**config.mk**
```make
export PLATFORM = sky130hd
export DESIGN_NAME = led_strip_report_framer_crc8
export DESIGN_NICKNAME = d
export VERILOG_FILES = /design/src/design/lsrf_pkg.sv /design/src/design/led_strip_report_framer_crc8.sv /design/src/design/lsrf_ctrl.sv /design/src/design/lsrf_datapath.sv
export SDC_FILE = /design/constraint.sdc
export NUM_CORES = 1
export LEC_CHECK = 0
export BUFFER_PORTS_ARGS = -buffer_cell sky130_fd_sc_hd__buf_2
export CAP_MARGIN = 15
export CORE_ASPECT_RATIO = 1.5
export CORE_MARGIN = 2
export CORE_UTILIZATION = 47
export DETAILED_ROUTE_END_ITERATION = 8
export GPL_TIMING_DRIVEN = 0
export HOLD_SLACK_MARGIN = 0.03
export PLACE_DENSITY = 0.68
export SLEW_MARGIN = 20
export SYNTH_ARGS = -nofsm -noshare
export SYNTH_HDL_FRONTEND = slang
export SYNTH_SLANG_ARGS = --single-unit
```
**constraint.sdc**
```tcl
create_clock -name clk -period 3.55 [get_ports clk]
set_input_delay 0.71 -clock clk [delete_from_list [all_inputs] [get_ports clk]]
set_output_delay 0.71 -clock clk [all_outputs]
set_load 0.01 [all_outputs]
```
**src/design/lsrf_pkg.sv**
```systemverilog
// lsrf_pkg: shared types, constants and the crc-8 byte update for the led strip report framer
// no dependencies; imported by lsrf_ctrl, lsrf_datapath and led_strip_report_framer_crc8
`timescale 1ns / 1ps
`default_nettype none

package lsrf_pkg;

    localparam int LED_CAP_DEFAULT = 1024;
    localparam int LEDS_PER_REPORT = 20;

    localparam int LIMIT_W   = 11;
    localparam int CMP_W     = 17;
    localparam int BATCH_W   = 5;
    localparam int POS_W     = 6;
    localparam int STEP_W    = 3;

    localparam logic [LIMIT_W-1:0] LIMIT_RESET = 11'd1024;

    localparam logic [7:0] CRC_POLY   = 8'h07;
    localparam logic [7:0] REPORT_CMD = 8'h01;
    localparam logic [7:0] END_MARK   = 8'hFF;
    localparam logic [POS_W-1:0] CRC_POS = 6'd63;

    localparam logic OP_COLOR = 1'b0;
    localparam logic OP_END   = 1'b1;

    typedef struct packed {
        logic       op;
        logic [7:0] red;
        logic [7:0] green;
        logic [7:0] blue;
    } item_t;

    typedef struct packed {
        logic [63:0] report_word;
        logic        report_done;
        logic        frame_done;
    } word_t;

    typedef enum logic [3:0] {
        SEL_CMD    = 4'd0,
        SEL_CNT_LO = 4'd1,
        SEL_CNT_HI = 4'd2,
        SEL_GREEN  = 4'd3,
        SEL_RED    = 4'd4,
        SEL_BLUE   = 4'd5,
        SEL_ZERO   = 4'd6,
        SEL_FF     = 4'd7,
        SEL_CRC    = 4'd8
    } byte_sel_t;

    typedef struct packed {
        logic      emit;
        byte_sel_t sel;
        logic      end_frame;
        logic      load_item;
        logic      any_set;
        logic      count_inc;
        logic      batch_inc;
        logic      batch_clr;
        logic      frame_clr;
    } cmd_t;

    typedef struct packed {
        logic byte_ok;
        logic pos_last;
        logic batch_zero;
        logic batch_last;
        logic below_limit;
        logic any_seen;
    } sts_t;

    // msb-first crc-8, no reflection
    function automatic logic [7:0] crc8_byte(input logic [7:0] crc, input logic [7:0] b);
        logic [7:0] c;
        c = crc ^ b;
        for (int k = 0; k < 8; k++) begin
            if (c[7])
            begin
                c = {c[6:0], 1'b0} ^ CRC_POLY;
            end
            else
            begin
                c = {c[6:0], 1'b0};
            end
        end
        return c;
    endfunction

endpackage

`default_nettype wire

```
**src/design/led_strip_report_framer_crc8.sv**
```systemverilog
// Frames a stream of RGB colours into 64-byte LED strip reports, each closed by a CRC-8
// (poly 0x07, init 0, msb first), and hands them out as eight 64-bit words per report.
// The datapath produces one report byte per clock, except that a top-lane byte waits while a
// completed word sits unaccepted in the output register. An accepted colour emits green, red
// and blue bytes, after the command and count bytes if it is the first colour of a report,
// and the twentieth colour of a report is followed by its CRC. An end item pads and closes an
// open report, then emits the end report. A colour past the LED limit, or an end item with
// no colours in the frame, emits nothing. A new item is taken only once the last one is done.
// Depends on lsrf_pkg, lsrf_ctrl and lsrf_datapath.
`timescale 1ns / 1ps
`default_nettype none

module led_strip_report_framer_crc8 #(
    parameter int LED_CAP = lsrf_pkg::LED_CAP_DEFAULT
) (
    input  wire                             clk,
    input  wire                             rst_n,
    input  wire                             item_valid,
    output logic                            item_ready,
    input  lsrf_pkg::item_t                 item,
    output logic                            word_valid,
    input  wire                             word_ready,
    output lsrf_pkg::word_t                 word,
    input  wire                             cfg_valid,
    output logic                            cfg_ready,
    input  wire [lsrf_pkg::LIMIT_W-1:0]     cfg_data
);
    import lsrf_pkg::*;

    cmd_t cmd;
    sts_t sts;

    // the limit register takes a write in any cycle
    assign cfg_ready = 1'b1;

    lsrf_ctrl u_ctrl (
        .clk        (clk),
        .rst_n      (rst_n),
        .item_valid (item_valid),
        .item_ready (item_ready),
        .item_op    (item.op),
        .sts        (sts),
        .cmd        (cmd)
    );

    lsrf_datapath #(
        .LED_CAP (LED_CAP)
    ) u_datapath (
        .clk        (clk),
        .rst_n      (rst_n),
        .cmd        (cmd),
        .sts        (sts),
        .item       (item),
        .cfg_valid  (cfg_valid),
        .cfg_data   (cfg_data),
        .word       (word),
        .word_valid (word_valid),
        .word_ready (word_ready)
    );

endmodule

`default_nettype wire

```
**src/design/lsrf_ctrl.sv**
```systemverilog
// lsrf_ctrl: sequencer that walks the byte order of data and end reports
// depends on lsrf_pkg; drives lsrf_datapath through cmd_t and reads sts_t
`timescale 1ns / 1ps
`default_nettype none

module lsrf_ctrl (
    input  wire              clk,
    input  wire              rst_n,
    input  wire              item_valid,
    output logic             item_ready,
    input  wire              item_op,
    input  lsrf_pkg::sts_t   sts,
    output lsrf_pkg::cmd_t   cmd
);
    import lsrf_pkg::*;

    typedef enum logic [5:0] {
        S_IDLE   = 6'b000001,
        S_HDR    = 6'b000010,
        S_COLOR  = 6'b000100,
        S_PAD    = 6'b001000,
        S_ENDHDR = 6'b010000,
        S_PADEND = 6'b100000
    } state_t;

    state_t              state_reg, state_next;
    logic [STEP_W-1:0]   step_reg, step_next;
    logic                end_pending_reg, end_pending_next;

    always_comb
    begin
        state_next       = state_reg;
        step_next        = step_reg;
        end_pending_next = end_pending_reg;
        item_ready       = 1'b0;
        cmd              = '0;
        cmd.sel          = SEL_ZERO;

        case (state_reg)
            S_IDLE:
            begin
                item_ready = 1'b1;
                step_next  = '0;
                if (item_valid)
                begin
                    cmd.load_item = 1'b1;
                    if (item_op == OP_COLOR)
                    begin
                        cmd.any_set = 1'b1;
                        if (sts.below_limit)
                        begin
                            state_next = sts.batch_zero ? S_HDR : S_COLOR;
                        end
                    end
                    else if (sts.any_seen)
                    begin
                        end_pending_next = 1'b1;
                        state_next       = sts.batch_zero ? S_ENDHDR : S_PAD;
                    end
                end
            end

            S_HDR:
            begin
                cmd.emit = 1'b1;
                case (step_reg)
                    3'd0:    cmd.sel = SEL_CMD;
                    3'd1:    cmd.sel = SEL_CNT_LO;
                    default: cmd.sel = SEL_CNT_HI;
                endcase
                if (sts.byte_ok)
                begin
                    if (step_reg == 3'd2)
                    begin
                        step_next  = '0;
                        state_next = S_COLOR;
                    end
                    else
                    begin
                        step_next = step_reg + 3'd1;
                    end
                end
            end

            S_COLOR:
            begin
                cmd.emit = 1'b1;
                case (step_reg)
                    3'd0:    cmd.sel = SEL_GREEN;
                    3'd1:    cmd.sel = SEL_RED;
                    default: cmd.sel = SEL_BLUE;
                endcase
                if (sts.byte_ok)
                begin
                    if (step_reg == 3'd2)
                    begin
                        step_next     = '0;
                        cmd.count_inc = 1'b1;
                        cmd.batch_inc = 1'b1;
                        state_next    = sts.batch_last ? S_PAD : S_IDLE;
                    end
                    else
                    begin
                        step_next = step_reg + 3'd1;
                    end
                end
            end

            // pad the open data report with zeros, then its crc
            S_PAD:
            begin
                cmd.emit = 1'b1;
                cmd.sel  = sts.pos_last ? SEL_CRC : SEL_ZERO;
                if (sts.byte_ok && sts.pos_last)
                begin
                    cmd.batch_clr = 1'b1;
                    state_next    = end_pending_reg ? S_ENDHDR : S_IDLE;
                end
            end

            S_ENDHDR:
            begin
                cmd.emit      = 1'b1;
                cmd.end_frame = 1'b1;
                case (step_reg)
                    3'd0:    cmd.sel = SEL_CMD;
                    3'd1:    cmd.sel = SEL_FF;
                    3'd2:    cmd.sel = SEL_FF;
                    3'd3:    cmd.sel = SEL_CNT_LO;
                    default: cmd.sel = SEL_CNT_HI;
                endcase
                if (sts.byte_ok)
                begin
                    if (step_reg == 3'd4)
                    begin
                        step_next  = '0;
                        state_next = S_PADEND;
                    end
                    else
                    begin
                        step_next = step_reg + 3'd1;
                    end
                end
            end

            S_PADEND:
            begin
                cmd.emit      = 1'b1;
                cmd.end_frame = 1'b1;
                cmd.sel       = sts.pos_last ? SEL_CRC : SEL_ZERO;
                if (sts.byte_ok && sts.pos_last)
                begin
                    cmd.frame_clr    = 1'b1;
                    end_pending_next = 1'b0;
                    state_next       = S_IDLE;
                end
            end

            default:
            begin
                state_next       = S_IDLE;
                step_next        = '0;
                end_pending_next = 1'b0;
            end
        endcase
    end

    always_ff @(posedge clk or negedge rst_n)
    begin
        if (!rst_n)
        begin
            state_reg       <= S_IDLE;
            step_reg        <= '0;
            end_pending_reg <= 1'b0;
        end
        else
        begin
            state_reg       <= state_next;
            step_reg        <= step_next;
            end_pending_reg <= end_pending_next;
        end
    end

endmodule

`default_nettype wire

```
**src/design/lsrf_datapath.sv**
```systemverilog
// lsrf_datapath: byte lane packer, running crc, led counters, limit register and output word
// depends on lsrf_pkg; commanded by lsrf_ctrl
`timescale 1ns / 1ps
`default_nettype none

module lsrf_datapath #(
    parameter int LED_CAP = lsrf_pkg::LED_CAP_DEFAULT
) (
    input  wire                             clk,
    input  wire                             rst_n,
    input  lsrf_pkg::cmd_t                  cmd,
    output lsrf_pkg::sts_t                  sts,
    input  lsrf_pkg::item_t                 item,
    input  wire                             cfg_valid,
    input  wire [lsrf_pkg::LIMIT_W-1:0]     cfg_data,
    output lsrf_pkg::word_t                 word,
    output logic                            word_valid,
    input  wire                             word_ready
);
    import lsrf_pkg::*;

    localparam int CNT_W = $clog2(LED_CAP + 1);

    logic [LIMIT_W-1:0] limit_reg, limit_next;
    logic [POS_W-1:0]   pos_reg, pos_next;
    logic [7:0]         crc_reg, crc_next;
    logic [55:0]        pend_reg, pend_next;
    logic [CNT_W-1:0]   count_reg, count_next;
    logic [BATCH_W-1:0] batch_reg, batch_next;
    logic               any_reg, any_next;
    logic [7:0]         red_reg, green_reg, blue_reg;
    logic [7:0]         red_next, green_next, blue_next;
    word_t              word_reg, word_next;
    logic               word_valid_reg, word_valid_next;

    logic [2:0]  lane;
    logic        fire;
    logic [7:0]  byte_val;
    logic [15:0] count16;

    assign lane    = pos_reg[2:0];
    assign count16 = 16'(count_reg);

    // a byte in the top lane needs the output slot to be free or leaving
    assign sts.byte_ok     = (lane != 3'd7) || !word_valid_reg || word_ready;
    assign sts.pos_last    = (pos_reg == CRC_POS);
    assign sts.batch_zero  = (batch_reg == '0);
    assign sts.batch_last  = (batch_reg == BATCH_W'(LEDS_PER_REPORT - 1));
    assign sts.below_limit = (CMP_W'(count_reg) < CMP_W'(limit_reg))
                          && (CMP_W'(count_reg) < CMP_W'(LED_CAP));
    assign sts.any_seen    = any_reg;

    assign fire = cmd.emit && sts.byte_ok;

    always_comb
    begin
        case (cmd.sel)
            SEL_CMD:    byte_val = REPORT_CMD;
            SEL_CNT_LO: byte_val = count16[7:0];
            SEL_CNT_HI: byte_val = count16[15:8];
            SEL_GREEN:  byte_val = green_reg;
            SEL_RED:    byte_val = red_reg;
            SEL_BLUE:   byte_val = blue_reg;
            SEL_FF:     byte_val = END_MARK;
            SEL_CRC:    byte_val = crc_reg;
            default:    byte_val = 8'h00;
        endcase
    end

    always_comb
    begin
        limit_next      = limit_reg;
        pos_next        = pos_reg;
        crc_next        = crc_reg;
        pend_next       = pend_reg;
        count_next      = count_reg;
        batch_next      = batch_reg;
        any_next        = any_reg;
        red_next        = red_reg;
        green_next      = green_reg;
        blue_next       = blue_reg;
        word_next       = word_reg;
        word_valid_next = word_valid_reg;

        if (cfg_valid)
        begin
            limit_next = cfg_data;
        end

        if (cmd.load_item)
        begin
            red_next   = item.red;
            green_next = item.green;
            blue_next  = item.blue;
        end

        if (word_ready)
        begin
            word_valid_next = 1'b0;
        end

        if (fire)
        begin
            pos_next = pos_reg + POS_W'(1);
            crc_next = (cmd.sel == SEL_CRC) ? 8'h00 : crc8_byte(crc_reg, byte_val);
            if (lane == 3'd7)
            begin
                word_next.report_word = {byte_val, pend_reg};
                word_next.report_done = sts.pos_last;
                word_next.frame_done  = sts.pos_last && cmd.end_frame;
                word_valid_next       = 1'b1;
                pend_next             = '0;
            end
            else
            begin
                for (int i = 0; i < 7; i++) begin
                    if (lane == 3'(i))
                    begin
                        pend_next[i*8 +: 8] = byte_val;
                    end
                end
            end
        end

        if (cmd.any_set)
        begin
            any_next = 1'b1;
        end
        if (cmd.count_inc)
        begin
            count_next = count_reg + CNT_W'(1);
        end
        if (cmd.batch_inc)
        begin
            batch_next = batch_reg + BATCH_W'(1);
        end
        if (cmd.batch_clr)
        begin
            batch_next = '0;
        end
        if (cmd.frame_clr)
        begin
            count_next = '0;
            batch_next = '0;
            any_next   = 1'b0;
        end
    end

    always_ff @(posedge clk or negedge rst_n)
    begin
        if (!rst_n)
        begin
            limit_reg      <= LIMIT_RESET;
            pos_reg        <= '0;
            crc_reg        <= '0;
            count_reg      <= '0;
            batch_reg      <= '0;
            any_reg        <= 1'b0;
            word_valid_reg <= 1'b0;
        end
        else
        begin
            limit_reg      <= limit_next;
            pos_reg        <= pos_next;
            crc_reg        <= crc_next;
            count_reg      <= count_next;
            batch_reg      <= batch_next;
            any_reg        <= any_next;
            word_valid_reg <= word_valid_next;
        end
    end

    // payload only, every lane is written before it is read
    always_ff @(posedge clk)
    begin
        pend_reg  <= pend_next;
        red_reg   <= red_next;
        green_reg <= green_next;
        blue_reg  <= blue_next;
        word_reg  <= word_next;
    end

    assign word       = word_reg;
    assign word_valid = word_valid_reg;

    a_crc_only_at_end: assert property (@(posedge clk) disable iff (!rst_n)
        fire && (cmd.sel == SEL_CRC) |-> sts.pos_last)
        else $error("crc byte sent away from the last report position");

    a_last_is_crc: assert property (@(posedge clk) disable iff (!rst_n)
        fire && sts.pos_last |-> (cmd.sel == SEL_CRC))
        else $error("last report byte is not the crc");

    a_batch_bound: assert property (@(posedge clk) disable iff (!rst_n)
        batch_reg <= BATCH_W'(LEDS_PER_REPORT))
        else $error("colour batch overran the report");

    a_count_bound: assert property (@(posedge clk) disable iff (!rst_n)
        CMP_W'(count_reg) <= CMP_W'(LED_CAP))
        else $error("led count passed the maximum");

    a_frame_done_closes_report: assert property (@(posedge clk) disable iff (!rst_n)
        fire && (lane == 3'd7) && sts.pos_last && cmd.end_frame
        |=> word_valid_reg && word_reg.frame_done && word_reg.report_done)
        else $error("end report word lost its flags");

endmodule

`default_nettype wire

```
==> run_summary.xml, run 1 <==
<?xml version="1.0" encoding="UTF-8"?>
<metrics>
  <group name="drt">
    <metric name="via_per_inst" unit="">5.40</metric>
    <metric name="average_detailed_routed_wire_length_per_instance" unit="µm">18.1</metric>
    <metric name="vias" unit="">5303</metric>
    <metric name="firstDrtPassIters" unit="">5</metric>
    <metric name="ant_nets" unit="">0</metric>
    <metric name="routed_wirelength" unit="mm">17.8</metric>
    <metric name="drt-initial-drc-count" unit="">369</metric>
    <metric name="remaining_routing_drc_violations" unit="">0</metric>
  </group>
  <group name="sta">
    <metric name="max_clock_freq" unit="MHz">290</metric>
    <metric name="final_max_slew_viol_count" unit="">0</metric>
    <metric name="period_minus_ws_final" unit="ns">3.45</metric>
    <metric name="hold_viol_final" unit="">0</metric>
    <metric name="max-slew-margin-rel" unit="">0.340</metric>
    <metric name="report.final.setup_viol" unit="">0</metric>
    <metric name="skew_final" unit="ns">0.0131</metric>
    <metric name="finalCritPeriodShare" unit="">0.971</metric>
    <metric name="worst_pin_slew" unit="ns">0.990</metric>
  </group>
  <group name="worst_setup_path">
    <metric name="rr_endpoint" unit="">u_datapath.crc_reg[2]</metric>
    <metric name="crit_path_max_fanout" unit="">10</metric>
    <metric name="r2r_start" unit="">u_ctrl.state_reg[1]</metric>
    <metric name="reg2reg_slack" unit="ns">0.10</metric>
    <metric name="timing.reg2reg.worst_path_depth" unit="">11</metric>
    <metric name="critPathRequiredTime" unit="ns">3.87</metric>
    <metric name="timing.critical_path.from_type" unit="">flip-flop</metric>
    <metric name="worst_setup_path_end_kind" unit="">flip-flop</metric>
    <metric name="crit_type" unit="">reg2reg</metric>
    <metric name="worstPathArrival" unit="ns">3.76</metric>
  </group>
  <group name="global_route">
    <metric name="globalRoute.totalOverflow" unit="">0</metric>
    <metric name="first_global_vias" unit="">5308</metric>
    <metric name="groute.usage.overall" unit="">0.192</metric>
    <metric name="grt_pass1_wl" unit="mm">28.2</metric>
    <metric name="grt_start_max_net_pins" unit="">54</metric>
    <metric name="grt_antenna_before_repair" unit="">0</metric>
  </group>
  <group name="outcome">
    <metric name="outcome" unit="">finished, final reports clean</metric>
  </group>
  <group name="die">
    <metric name="rows" unit="">60</metric>
    <metric name="floorplan.initialDensity" unit="">0.476</metric>
    <metric name="height_of_the_die" unit="µm">168</metric>
    <metric name="io_pins" unit="">110</metric>
    <metric name="dieWidth" unit="µm">114</metric>
    <metric name="die_area" unit="µm²">19100</metric>
    <metric name="core_region" unit="µm²">17800</metric>
  </group>
  <group name="synth">
    <metric name="yosysUniqueCellTypes" unit="">76</metric>
    <metric name="yosysWarnings" unit="">0</metric>
    <metric name="synth_enable_flop_cells" unit="">146</metric>
    <metric name="mappedNetlistArea" unit="µm²">8460</metric>
    <metric name="postSynthAreaPerCell" unit="µm²">13.7</metric>
    <metric name="synth_top_family_by_area" unit="">simple AND/OR/NAND/NOR gates</metric>
    <metric name="post_synth_mux_area_share" unit="">0.00370</metric>
    <metric name="async_reset_ff_frac" unit="">0.266</metric>
    <metric name="synth_xor_xnor_area_share" unit="">0.0537</metric>
    <metric name="syn_nets" unit="">680</metric>
    <metric name="synth_top_flop_cell" unit="">sky130_fd_sc_hd__edfxtp_1</metric>
    <metric name="ys_seq_elements" unit="">199</metric>
    <metric name="synth_compound_area_frac" unit="">0.0847</metric>
    <metric name="synth-seq-area-share" unit="">0.675</metric>
    <metric name="post_synth_and_or_nand_nor_area_fraction" unit="">0.124</metric>
    <metric name="synth_cells" unit="">616</metric>
    <metric name="synthAdderAreaFrac" unit="">0.0340</metric>
  </group>
  <group name="clock_tree">
    <metric name="clk_root_buffer_cell" unit="">sky130_fd_sc_hd__clkbuf_16</metric>
    <metric name="cts_buffers" unit="">17</metric>
    <metric name="numClockSinks" unit="">199</metric>
    <metric name="cts_tree" unit="">yes</metric>
    <metric name="clockBufferDepth" unit="">2</metric>
    <metric name="clk_transition_reported_paths" unit="ns">0.08</metric>
    <metric name="number_of_h_tree_branching_levels" unit="">4</metric>
    <metric name="insertion_delay" unit="ns">0.44</metric>
    <metric name="cts_hold_buf" unit="">0</metric>
  </group>
  <group name="min_path">
    <metric name="hold_path_class" unit="">in2async</metric>
  </group>
  <group name="placement">
    <metric name="dp_wirelength" unit="mm">12.9</metric>
    <metric name="place.gp.congestion" unit="">0.913</metric>
    <metric name="detailed_place.area" unit="µm²">9320</metric>
    <metric name="numPlacedInstances" unit="">943</metric>
    <metric name="number_of_port_buffers" unit="">108</metric>
  </group>
  <group name="layout">
    <metric name="final-instance-count-excl-fill" unit="">982</metric>
    <metric name="largest_register_ff_count" unit="">66</metric>
    <metric name="finalNetCount" unit="">816</metric>
    <metric name="final_util" unit="">0.568</metric>
    <metric name="post_route_cells_drive_above_1_share" unit="">0.277</metric>
    <metric name="design_area" unit="µm²">10100</metric>
    <metric name="synthToLayoutAreaGrowth" unit="%">19.5</metric>
    <metric name="antennaDiodeCount" unit="">0</metric>
  </group>
  <group name="power">
    <metric name="max-vdd-ir-drop" unit="V">0.000406</metric>
    <metric name="p_leak" unit="nW">3.93</metric>
    <metric name="power_density" unit="nW/µm²">694</metric>
  </group>
  <group name="flow_run">
    <metric name="cap_violations" unit="">0</metric>
  </group>
</metrics>
[cells in the final DEF, fill, tap and decap left out, types with 4 or more instances in the layout]
cell                          n
sky130_fd_sc_hd__edfxtp_1   146
sky130_fd_sc_hd__buf_2      110
sky130_fd_sc_hd__nand2_1     61
sky130_fd_sc_hd__dfrtp_1     49
sky130_fd_sc_hd__nor2_1      37
sky130_fd_sc_hd__xnor2_1     27
sky130_fd_sc_hd__o21ai_0     25
sky130_fd_sc_hd__inv_1       21
sky130_fd_sc_hd__ha_1        20
sky130_fd_sc_hd__nand3_1     18
sky130_fd_sc_hd__clkbuf_16   17
sky130_fd_sc_hd__a21oi_1     15
sky130_fd_sc_hd__buf_4       13
sky130_fd_sc_hd__xor2_1      13
sky130_fd_sc_hd__nand2b_1    12
sky130_fd_sc_hd__nor2b_1      9
sky130_fd_sc_hd__nor3_1       8
sky130_fd_sc_hd__nand4_1      7
sky130_fd_sc_hd__a22oi_1      7
sky130_fd_sc_hd__clkbuf_1     7
sky130_fd_sc_hd__a21o_1       7
sky130_fd_sc_hd__a22o_1       6
sky130_fd_sc_hd__and3_1       6
sky130_fd_sc_hd__clkinv_8     6
sky130_fd_sc_hd__xnor2_2      5
sky130_fd_sc_hd__nand3b_1     4
sky130_fd_sc_hd__a31oi_1      4
sky130_fd_sc_hd__nor3b_1      4
[critical path: stages (launching register included)]
cell and delay [ns]:
sky130_fd_sc_hd__dfrtp_1 0.39, sky130_fd_sc_hd__buf_4 0.18, sky130_fd_sc_hd__or4_4 0.56, sky130_fd_sc_hd__or2_4 0.29, sky130_fd_sc_hd__o22ai_4 0.30, sky130_fd_sc_hd__nor4b_4 0.13
sky130_fd_sc_hd__a221o_1 0.35, sky130_fd_sc_hd__or3_4 0.35, sky130_fd_sc_hd__and2_4 0.17, sky130_fd_sc_hd__xnor2_2 0.24, sky130_fd_sc_hd__mux2i_1 0.25, sky130_fd_sc_hd__o211ai_2 0.11
[routing by layer]
metal | part of all wire | vias up | track usage | wire, µm
met3 | 0.042 | 27 | 0.0353 | 743
met5 | 0 | - | 0 | 0
met2 | 0.54 | 177 | 0.344 | 9540
met1 | 0.41 | 2566 | 0.230 | 7250
met4 | 0.015 | 0 | 0.0657 | 260
li1 | - | 2533 | - | -
[Yosys cell counts, types with 3 or more instances]
cell / n / area share
sky130_fd_sc_hd__a21o_1: 7 / 0.0062
sky130_fd_sc_hd__a21oi_1: 16 / 0.0095
sky130_fd_sc_hd__a22o_1: 6 / 0.0062
sky130_fd_sc_hd__a22oi_1: 7 / 0.0062
sky130_fd_sc_hd__a31oi_1: 4 / 0.0030
sky130_fd_sc_hd__a32oi_1: 3 / 0.0031
sky130_fd_sc_hd__and2_1: 4 / 0.0030
sky130_fd_sc_hd__and3_1: 7 / 0.0052
sky130_fd_sc_hd__buf_2: 4 / 0.0024
sky130_fd_sc_hd__buf_4: 3 / 0.0027
sky130_fd_sc_hd__clkbuf_1: 9 / 0.0040
sky130_fd_sc_hd__dfrtp_1: 51 / 0.15
sky130_fd_sc_hd__edfxtp_1: 146 / 0.52
sky130_fd_sc_hd__ha_1: 23 / 0.034
sky130_fd_sc_hd__inv_1: 26 / 0.012
sky130_fd_sc_hd__nand2_1: 61 / 0.027
sky130_fd_sc_hd__nand2b_1: 12 / 0.0089
sky130_fd_sc_hd__nand3_1: 18 / 0.011
sky130_fd_sc_hd__nand3b_1: 4 / 0.0035
sky130_fd_sc_hd__nand4_1: 7 / 0.0052
sky130_fd_sc_hd__nor2_1: 38 / 0.017
sky130_fd_sc_hd__nor2b_1: 9 / 0.0067
sky130_fd_sc_hd__nor3_1: 10 / 0.0059
sky130_fd_sc_hd__nor3b_1: 6 / 0.0053
sky130_fd_sc_hd__nor4_1: 4 / 0.0030
sky130_fd_sc_hd__o21ai_0: 25 / 0.015
sky130_fd_sc_hd__xnor2_1: 30 / 0.031
sky130_fd_sc_hd__xor2_1: 13 / 0.013
[report_power, final]
| part | total, mW | internal (mW) | switching, mW |
|---|---|---|---|
| logic | 2.00 | 0.888 | 1.11 |
| registers | 3.09 | 2.92 | 0.177 |
| clock network | 1.92 | 0.953 | 0.972 |
| total | 7.01 | 4.76 | 2.26 |
[logic make-up (layout without fill, tap and decap cells)]
logic type               after synthesis  in the layout
AO/OA/AOI/OAI                         98             98
XOR/XNOR                              47             47
adder cells (fa/ha/maj)               23             23
buffers and inverters                 47            196
flip-flops                           199            199
multiplexers                           3              3
other                                  1              1
AND/OR/NAND/NOR                      198            198
[timing repair]
action | 4_1_cts | 5_1_grt
endpoints found under the setup margin | 6 | 69
pin swaps | 1 | 7
endpoints found under the hold margin | 0 | 0
buffers inserted | 3 | 6
cloned | 0 | 0
resized for setup | 10 | 25
[how the worst max path moves through the flow]
stage,from,to,slack [ns],depth (start not counted)
floorplan,u_datapath.pos_reg[0],u_datapath.word[0],0.02,8
global placement,u_datapath.pos_reg[0],u_datapath.word[6],-0.93,8
detailed placement,u_ctrl.step_reg[1],u_datapath.crc_reg[3],-0.21,13
CTS,u_ctrl.step_reg[0],u_datapath.crc_reg[2],0.007,13
global route,u_ctrl.state_reg[1],u_datapath.crc_reg[6],-0.007,12
finish,u_ctrl.state_reg[1],u_datapath.crc_reg[2],0.10,11
[per-stage QoR]
stage               TNS [ns]  hold WS (ns)  total power, mW  setup slack, ns
finish                     0         0.331             7.01            0.104
global route        -0.00663         0.380             7.36         -0.00663
CTS                        0         0.342             6.93          0.00737
detailed placement    -0.688         0.405             5.00           -0.208
global placement      -61.30         0.404             4.92           -0.926
floorplan                  0         0.400             4.52           0.0211
[layout make-up]
| cell class | count | area, µm² |
|---|---|---|
| plain buffers | 18 | 98.8 |
| clock buffers | 17 | 425 |
| clock inverters | 15 | 179 |
| fillers | 1404 | 7680 |
| inverters | 27 | 110 |
| multi-input cells | 370 | 2670 |
| flip-flops and latches | 199 | 5720 |
| well taps | 217 | 272 |
| repair buffers | 119 | 642 |
Note: power is estimated with default switching activity, not from simulation.
==> run 2: changes to the inputs <==
RECOVER_POWER = 50   (was not set)
==> run_summary.xml, run 2 (synthesis gave the netlist of run 1 again) <==
<?xml version="1.0" encoding="UTF-8"?>
<metrics>
  <group name="drt">
    <metric name="via_per_inst" unit="">5.38</metric>
    <metric name="remaining_routing_drc_violations" unit="">0</metric>
    <metric name="average_detailed_routed_wire_length_per_instance" unit="µm">18.2</metric>
    <metric name="routed_wirelength" unit="mm">17.9</metric>
    <metric name="firstDrtPassIters" unit="">5</metric>
    <metric name="vias" unit="">5282</metric>
    <metric name="ant_nets" unit="">0</metric>
    <metric name="drt-initial-drc-count" unit="">382</metric>
  </group>
  <group name="worst_setup_path">
    <metric name="reg2reg_slack" unit="ns">0.10</metric>
    <metric name="worstPathArrival" unit="ns">3.77</metric>
    <metric name="r2r_start" unit="">u_ctrl.state_reg[1]</metric>
    <metric name="crit_type" unit="">reg2reg</metric>
    <metric name="worst_setup_path_end_kind" unit="">flip-flop</metric>
    <metric name="rr_endpoint" unit="">u_datapath.crc_reg[2]</metric>
    <metric name="critical_path.cell_chain" unit="">buf_4, or4_4, or2_4, o22ai_4, nor4b_4, a221o_1, or3_4, and2_4, xnor2_2, mux2i_1, o211ai_2</metric>
    <metric name="critPathRequiredTime" unit="ns">3.87</metric>
    <metric name="crit_path_max_fanout" unit="">10</metric>
    <metric name="worstPathBufferInverterCount" unit="">1</metric>
    <metric name="critical_path.top_delay_family" unit="">simple AND/OR/NAND/NOR gates</metric>
    <metric name="critical_path.max_stage_delay" unit="ns">0.56</metric>
    <metric name="timing.reg2reg.worst_path_depth" unit="">11</metric>
    <metric name="critical_path.slowest_cell" unit="">sky130_fd_sc_hd__or4_4</metric>
    <metric name="timing.critical_path.from_type" unit="">flip-flop</metric>
  </group>
  <group name="min_path">
    <metric name="whs_path_depth" unit="">0</metric>
    <metric name="hold_path_class" unit="">reg2reg</metric>
    <metric name="worstHoldStart" unit="">u_datapath.pend_reg[26]</metric>
    <metric name="timing.hold.worst_endpoint" unit="">u_datapath.word[28]</metric>
  </group>
  <group name="clock_tree">
    <metric name="cts_buffers" unit="">17</metric>
    <metric name="cts_hold_buf" unit="">0</metric>
    <metric name="clk_transition_reported_paths" unit="ns">0.08</metric>
    <metric name="clockBufferDepth" unit="">2</metric>
    <metric name="cts_tree" unit="">yes</metric>
    <metric name="numClockSinks" unit="">199</metric>
    <metric name="insertion_delay" unit="ns">0.44</metric>
    <metric name="number_of_h_tree_branching_levels" unit="">4</metric>
    <metric name="clk_root_buffer_cell" unit="">sky130_fd_sc_hd__clkbuf_16</metric>
  </group>
  <group name="global_route">
    <metric name="grt_pass1_wl" unit="mm">28.2</metric>
    <metric name="grt_start_max_net_pins" unit="">54</metric>
    <metric name="grt_antenna_before_repair" unit="">0</metric>
    <metric name="groute.usage.overall" unit="">0.192</metric>
    <metric name="globalRoute.totalOverflow" unit="">0</metric>
    <metric name="first_global_vias" unit="">5308</metric>
  </group>
  <group name="sta">
    <metric name="final_max_slew_viol_count" unit="">0</metric>
    <metric name="period_minus_ws_final" unit="ns">3.45</metric>
    <metric name="hold_viol_final" unit="">0</metric>
    <metric name="min_hold_slack" unit="ns">0.420</metric>
    <metric name="finalCritPeriodShare" unit="">0.971</metric>
    <metric name="report.final.setup_viol" unit="">0</metric>
    <metric name="worst_pin_slew" unit="ns">1.42</metric>
    <metric name="max-slew-margin-rel" unit="">0.0559</metric>
    <metric name="skew_final" unit="ns">0.0122</metric>
    <metric name="max_clock_freq" unit="MHz">290</metric>
    <metric name="fin_setup_tns" unit="ns">0</metric>
  </group>
  <group name="die">
    <metric name="floorplan.initialDensity" unit="">0.476</metric>
    <metric name="height_of_the_die" unit="µm">168</metric>
    <metric name="dieWidth" unit="µm">114</metric>
    <metric name="core_region" unit="µm²">17800</metric>
    <metric name="die_area" unit="µm²">19100</metric>
    <metric name="rows" unit="">60</metric>
    <metric name="io_pins" unit="">110</metric>
  </group>
  <group name="flow_run">
    <metric name="cap_violations" unit="">0</metric>
  </group>
  <group name="placement">
    <metric name="number_of_port_buffers" unit="">108</metric>
    <metric name="dp_wirelength" unit="mm">12.9</metric>
    <metric name="place.gp.congestion" unit="">0.913</metric>
  </group>
  <group name="power">
    <metric name="power_density" unit="nW/µm²">700</metric>
    <metric name="max-vdd-ir-drop" unit="V">0.000406</metric>
    <metric name="p_leak" unit="nW">3.74</metric>
    <metric name="post-layout-total-power" unit="mW">7.00</metric>
  </group>
  <group name="layout">
    <metric name="most-common-layout-cells" unit="">146 x sky130_fd_sc_hd__edfxtp_1, 76 x sky130_fd_sc_hd__clkbuf_1, 61 x sky130_fd_sc_hd__nand2_1</metric>
    <metric name="antennaDiodeCount" unit="">0</metric>
    <metric name="post_route_cells_drive_above_1_share" unit="">0.184</metric>
    <metric name="synthToLayoutAreaGrowth" unit="%">18.3</metric>
    <metric name="finalNetCount" unit="">816</metric>
    <metric name="layout.cells.most_common" unit="">sky130_fd_sc_hd__edfxtp_1</metric>
    <metric name="largest_register_ff_count" unit="">66</metric>
  </group>
  <group name="outcome">
    <metric name="outcome" unit="">finished, final reports clean</metric>
  </group>
</metrics>
==> run 2: through the flow <==
step	setup WS, ns	cells	area, µm²	util
2_1_floorplan	0.0211	616	8460	-
3_3_place_gp	-0.926	941	9270	0.521
3_5_place_dp	-0.208	943	9320	0.524
4_1_cts	0.00737	978	9980	0.561
5_1_grt	-0.00663	982	10000	0.563
6_report	0.105	982	10000	0.563
==> run 2: layout make-up <==
type,count,area (µm²)
tap,217,272
buffer,18,98.8
fill,1447,7780
sequential,199,5720
clock buffer,17,425
multi-input combinational,370,2660
inverter,27,110
timing repair buffer,119,547
clock inverter,15,179
==> run 2: how the worst max path moves through the flow <==
| stage | startpoint | to | slack, ns | cells past startpoint |
|---|---|---|---|---|
| final | u_ctrl.state_reg[1] | u_datapath.crc_reg[2] | 0.10 | 11 |
| after global routing | u_ctrl.state_reg[1] | u_datapath.crc_reg[6] | -0.007 | 12 |
| after CTS | u_ctrl.step_reg[0] | u_datapath.crc_reg[2] | 0.007 | 13 |
| after detailed placement | u_ctrl.step_reg[1] | u_datapath.crc_reg[3] | -0.21 | 13 |
| after global placement | u_datapath.pos_reg[0] | u_datapath.word[6] | -0.93 | 8 |
| after floorplan | u_datapath.pos_reg[0] | u_datapath.word[0] | 0.02 | 8 |
==> run 2: routing by layer <==
| metal | part of all wire | track usage |
|---|---|---|
| met5 | 0 | 0 |
| met4 | 0.016 | 0.0657 |
| met3 | 0.044 | 0.0353 |
| met2 | 0.53 | 0.344 |
| met1 | 0.41 | 0.230 |
==> run 2: worst reg2reg max path, stage by stage (launching register included) <==
cell and delay [ns]:
sky130_fd_sc_hd__dfrtp_1 0.39, sky130_fd_sc_hd__buf_4 0.18, sky130_fd_sc_hd__or4_4 0.56, sky130_fd_sc_hd__or2_4 0.29, sky130_fd_sc_hd__o22ai_4 0.30, sky130_fd_sc_hd__nor4b_4 0.13, sky130_fd_sc_hd__a221o_1 0.35, sky130_fd_sc_hd__or3_4 0.35
sky130_fd_sc_hd__and2_4 0.17, sky130_fd_sc_hd__xnor2_2 0.24, sky130_fd_sc_hd__mux2i_1 0.25, sky130_fd_sc_hd__o211ai_2 0.11
==> run 2: repair_timing <==
| action | CTS | global route |
|---|---|---|
| buffers inserted | 3 | 6 |
| setup endpoints to repair | 6 | 69 |
| pin swaps | 1 | 7 |
| resized for setup | 10 | 25 |
| hold endpoints to repair | 0 | 0 |
==> run 2: power by group <==
group,switching [mW],internal (mW),total [mW],leakage [nW]
sequential,0.177,2.92,3.10,1.99
combinational,1.10,0.875,1.98,1.45
clock,0.974,0.953,1.93,0.291
==> run 3: changes to the inputs <==
MAX_ROUTING_LAYER = met4   (was not set)
==> run_summary.xml, run 3 (synthesis gave the netlist of run 1 again) <==
<?xml version="1.0" encoding="UTF-8"?>
<metrics>
  <group name="power">
    <metric name="switching_power" unit="mW">2.21</metric>
    <metric name="post-layout-total-power" unit="mW">7.02</metric>
    <metric name="pwr-share-clk" unit="">0.274</metric>
    <metric name="power.combinational.fraction" unit="">0.286</metric>
    <metric name="max-vdd-ir-drop" unit="V">0.000398</metric>
    <metric name="sw_frac_of_total" unit="">0.314</metric>
    <metric name="intPower" unit="mW">4.81</metric>
    <metric name="share_seq_of_total_power" unit="">0.440</metric>
    <metric name="power_density" unit="nW/µm²">701</metric>
    <metric name="p_leak" unit="nW">3.74</metric>
  </group>
  <group name="global_route">
    <metric name="globalRoute.totalOverflow" unit="">0</metric>
    <metric name="first_global_vias" unit="">5507</metric>
    <metric name="grt_antenna_before_repair" unit="">0</metric>
    <metric name="groute.usage.overall" unit="">0.199</metric>
    <metric name="grt_pass1_wl" unit="mm">28.4</metric>
    <metric name="grt_start_max_net_pins" unit="">54</metric>
  </group>
  <group name="layout">
    <metric name="finalNetCount" unit="">817</metric>
    <metric name="largest_register_ff_count" unit="">66</metric>
    <metric name="post_route_cells_drive_above_1_share" unit="">0.183</metric>
    <metric name="layout.cells.most_common" unit="">sky130_fd_sc_hd__edfxtp_1</metric>
    <metric name="most-common-layout-cells" unit="">146 x sky130_fd_sc_hd__edfxtp_1, 77 x sky130_fd_sc_hd__clkbuf_1, 61 x sky130_fd_sc_hd__nand2_1</metric>
    <metric name="fillCellCount" unit="">1482</metric>
    <metric name="synthToLayoutAreaGrowth" unit="%">18.4</metric>
    <metric name="final_util" unit="">0.563</metric>
    <metric name="antennaDiodeCount" unit="">0</metric>
  </group>
  <group name="die">
    <metric name="dieWidth" unit="µm">114</metric>
    <metric name="height_of_the_die" unit="µm">168</metric>
    <metric name="floorplan.initialDensity" unit="">0.476</metric>
    <metric name="rows" unit="">60</metric>
    <metric name="die_area" unit="µm²">19100</metric>
    <metric name="io_pins" unit="">110</metric>
    <metric name="core_region" unit="µm²">17800</metric>
  </group>
  <group name="worst_setup_path">
    <metric name="critical_path.top_delay_family" unit="">compound AO/OA/AOI/OAI gates</metric>
    <metric name="rr_endpoint" unit="">u_datapath.crc_reg[2]</metric>
    <metric name="critPathRequiredTime" unit="ns">3.86</metric>
    <metric name="cp.depth" unit="">13</metric>
    <metric name="r2r_start" unit="">u_ctrl.step_reg[0]</metric>
    <metric name="worstPathBufferInverterCount" unit="">2</metric>
    <metric name="crit_type" unit="">reg2reg</metric>
    <metric name="reg2reg_slack" unit="ns">0.1</metric>
    <metric name="worstPathArrival" unit="ns">3.77</metric>
    <metric name="critical_path.cell_chain" unit="">buf_4, ha_1, ha_1, inv_2, a211oi_2, o32a_2, and2_4, a221o_1, or3_4, and2_4, xnor2_2, mux2i_1, o211ai_2</metric>
    <metric name="worst_setup_path_end_kind" unit="">flip-flop</metric>
    <metric name="timing.critical_path.from_type" unit="">flip-flop</metric>
    <metric name="critical_path.slowest_cell" unit="">sky130_fd_sc_hd__o32a_2</metric>
    <metric name="crit_path_max_fanout" unit="">5</metric>
    <metric name="critical_path.max_stage_delay" unit="ns">0.45</metric>
    <metric name="timing.reg2reg.worst_path_depth" unit="">13</metric>
  </group>
  <group name="outcome">
    <metric name="outcome" unit="">finished, final reports clean</metric>
  </group>
  <group name="placement">
    <metric name="number_of_port_buffers" unit="">108</metric>
    <metric name="place.gp.congestion" unit="">0.900</metric>
    <metric name="dp_wirelength" unit="mm">13.1</metric>
  </group>
  <group name="drt">
    <metric name="firstDrtPassIters" unit="">5</metric>
    <metric name="drt-initial-drc-count" unit="">337</metric>
    <metric name="ant_nets" unit="">0</metric>
    <metric name="routed_wirelength" unit="mm">18.0</metric>
    <metric name="vias" unit="">5358</metric>
    <metric name="remaining_routing_drc_violations" unit="">0</metric>
    <metric name="average_detailed_routed_wire_length_per_instance" unit="µm">18.3</metric>
    <metric name="via_per_inst" unit="">5.45</metric>
  </group>
  <group name="flow_run">
    <metric name="cap_violations" unit="">0</metric>
  </group>
  <group name="min_path">
    <metric name="whs_path_depth" unit="">0</metric>
    <metric name="timing.hold.worst_endpoint" unit="">u_datapath.word[43]</metric>
    <metric name="worstHoldStart" unit="">u_datapath.pend_reg[41]</metric>
    <metric name="hold_path_class" unit="">reg2reg</metric>
  </group>
  <group name="sta">
    <metric name="report.final.setup_viol" unit="">0</metric>
    <metric name="grt_setup_unrepaired" unit="">no</metric>
    <metric name="skew_final" unit="ns">0.00919</metric>
    <metric name="final_max_slew_viol_count" unit="">0</metric>
    <metric name="max_clock_freq" unit="MHz">289</metric>
    <metric name="hold_viol_final" unit="">0</metric>
    <metric name="finalCritPeriodShare" unit="">0.973</metric>
    <metric name="max-slew-margin-rel" unit="">0.0967</metric>
    <metric name="worst_pin_slew" unit="ns">1.35</metric>
    <metric name="period_minus_ws_final" unit="ns">3.45</metric>
  </group>
  <group name="clock_tree">
    <metric name="numClockSinks" unit="">199</metric>
    <metric name="number_of_h_tree_branching_levels" unit="">4</metric>
    <metric name="clockBufferDepth" unit="">2</metric>
    <metric name="clk_root_buffer_cell" unit="">sky130_fd_sc_hd__clkbuf_16</metric>
    <metric name="cts_tree" unit="">yes</metric>
    <metric name="cts_buffers" unit="">17</metric>
    <metric name="clk_transition_reported_paths" unit="ns">0.08</metric>
    <metric name="insertion_delay" unit="ns">0.44</metric>
  </group>
</metrics>
run 3: cell types whose count changed in the layout (fill, tap and decap cells not counted), moves of 2 or more:
cell                       change
sky130_fd_sc_hd__buf_6         +2
sky130_fd_sc_hd__clkinv_8      -4
sky130_fd_sc_hd__nor3b_2       +2
sky130_fd_sc_hd__inv_2         +2
run 3: per-layer routing:
| metal | vias to the layer above | track usage | share of wire |
|---|---|---|---|
| met5 | - | - | 0 |
| met1 | 2602 | 0.225 | 0.40 |
| met3 | 33 | 0.0360 | 0.047 |
| met2 | 192 | 0.355 | 0.53 |
| li1 | 2531 | - | - |
| met4 | 0 | 0.0679 | 0.022 |
run 3: power by group through the flow:
stage / combinational, mW / clock [mW] / sequential, mW
final: 2.01 / 1.92 / 3.09
after global routing: 2.20 / 2.04 / 3.12
after CTS: 1.89 / 1.96 / 3.09
after detailed placement: 1.87 / 0 / 3.13
after global placement: 1.79 / 0 / 3.13
after floorplan: 1.43 / 0 / 3.09
run 3: what timing repair did:
item,CTS,global route
hold buffers,0,0
endpoints found under the setup margin,7,68
pin swaps,3,10
setup buffers,3,7
gates resized for setup,10,25
run 3: worst max path at each step:
stage / from / slack [ns] / end
2_1_floorplan: u_datapath.pos_reg[0] / 0.02 / u_datapath.word[0]
3_3_place_gp: u_datapath.pos_reg[0] / -0.94 / u_datapath.word[6]
5_1_grt: u_ctrl.step_reg[0] / 0.008 / u_datapath.crc_reg[3]
6_report: u_ctrl.step_reg[0] / 0.1 / u_datapath.crc_reg[2]
4_1_cts: u_ctrl.state_reg[1] / 0.02 / u_datapath.crc_reg[2]
3_5_place_dp: u_ctrl.step_reg[1] / -0.24 / u_datapath.crc_reg[3]
run 3: final cells by class:
class | instances | area, µm² | share of cell area
inverters | 27 | 104 | 0.0104
plain buffers | 18 | 105 | 0.0105
clock inverters | 13 | 158 | 0.0157
repair buffers | 120 | 562 | 0.0561
flip-flops and latches | 199 | 5710 | 0.570
multi-input cells | 370 | 2680 | 0.267
well taps | 217 | 272 | 0.0271
clock buffers | 19 | 433 | 0.0432
run 3: stage by stage:
stage / TNS, ns / setup WS [ns] / instance area (µm²) / hold slack, ns / instances
2_1_floorplan: 0 / 0.0211 / 8460 / 0.400 / 616
3_3_place_gp: -62.49 / -0.943 / 9270 / 0.404 / 941
3_5_place_dp: -0.808 / -0.244 / 9320 / 0.405 / 943
4_1_cts: 0 / 0.0166 / 9970 / 0.342 / 978
5_1_grt: 0 / 0.00828 / 10000 / 0.422 / 983
6_report: 0 / 0.0957 / 10000 / 0.417 / 983
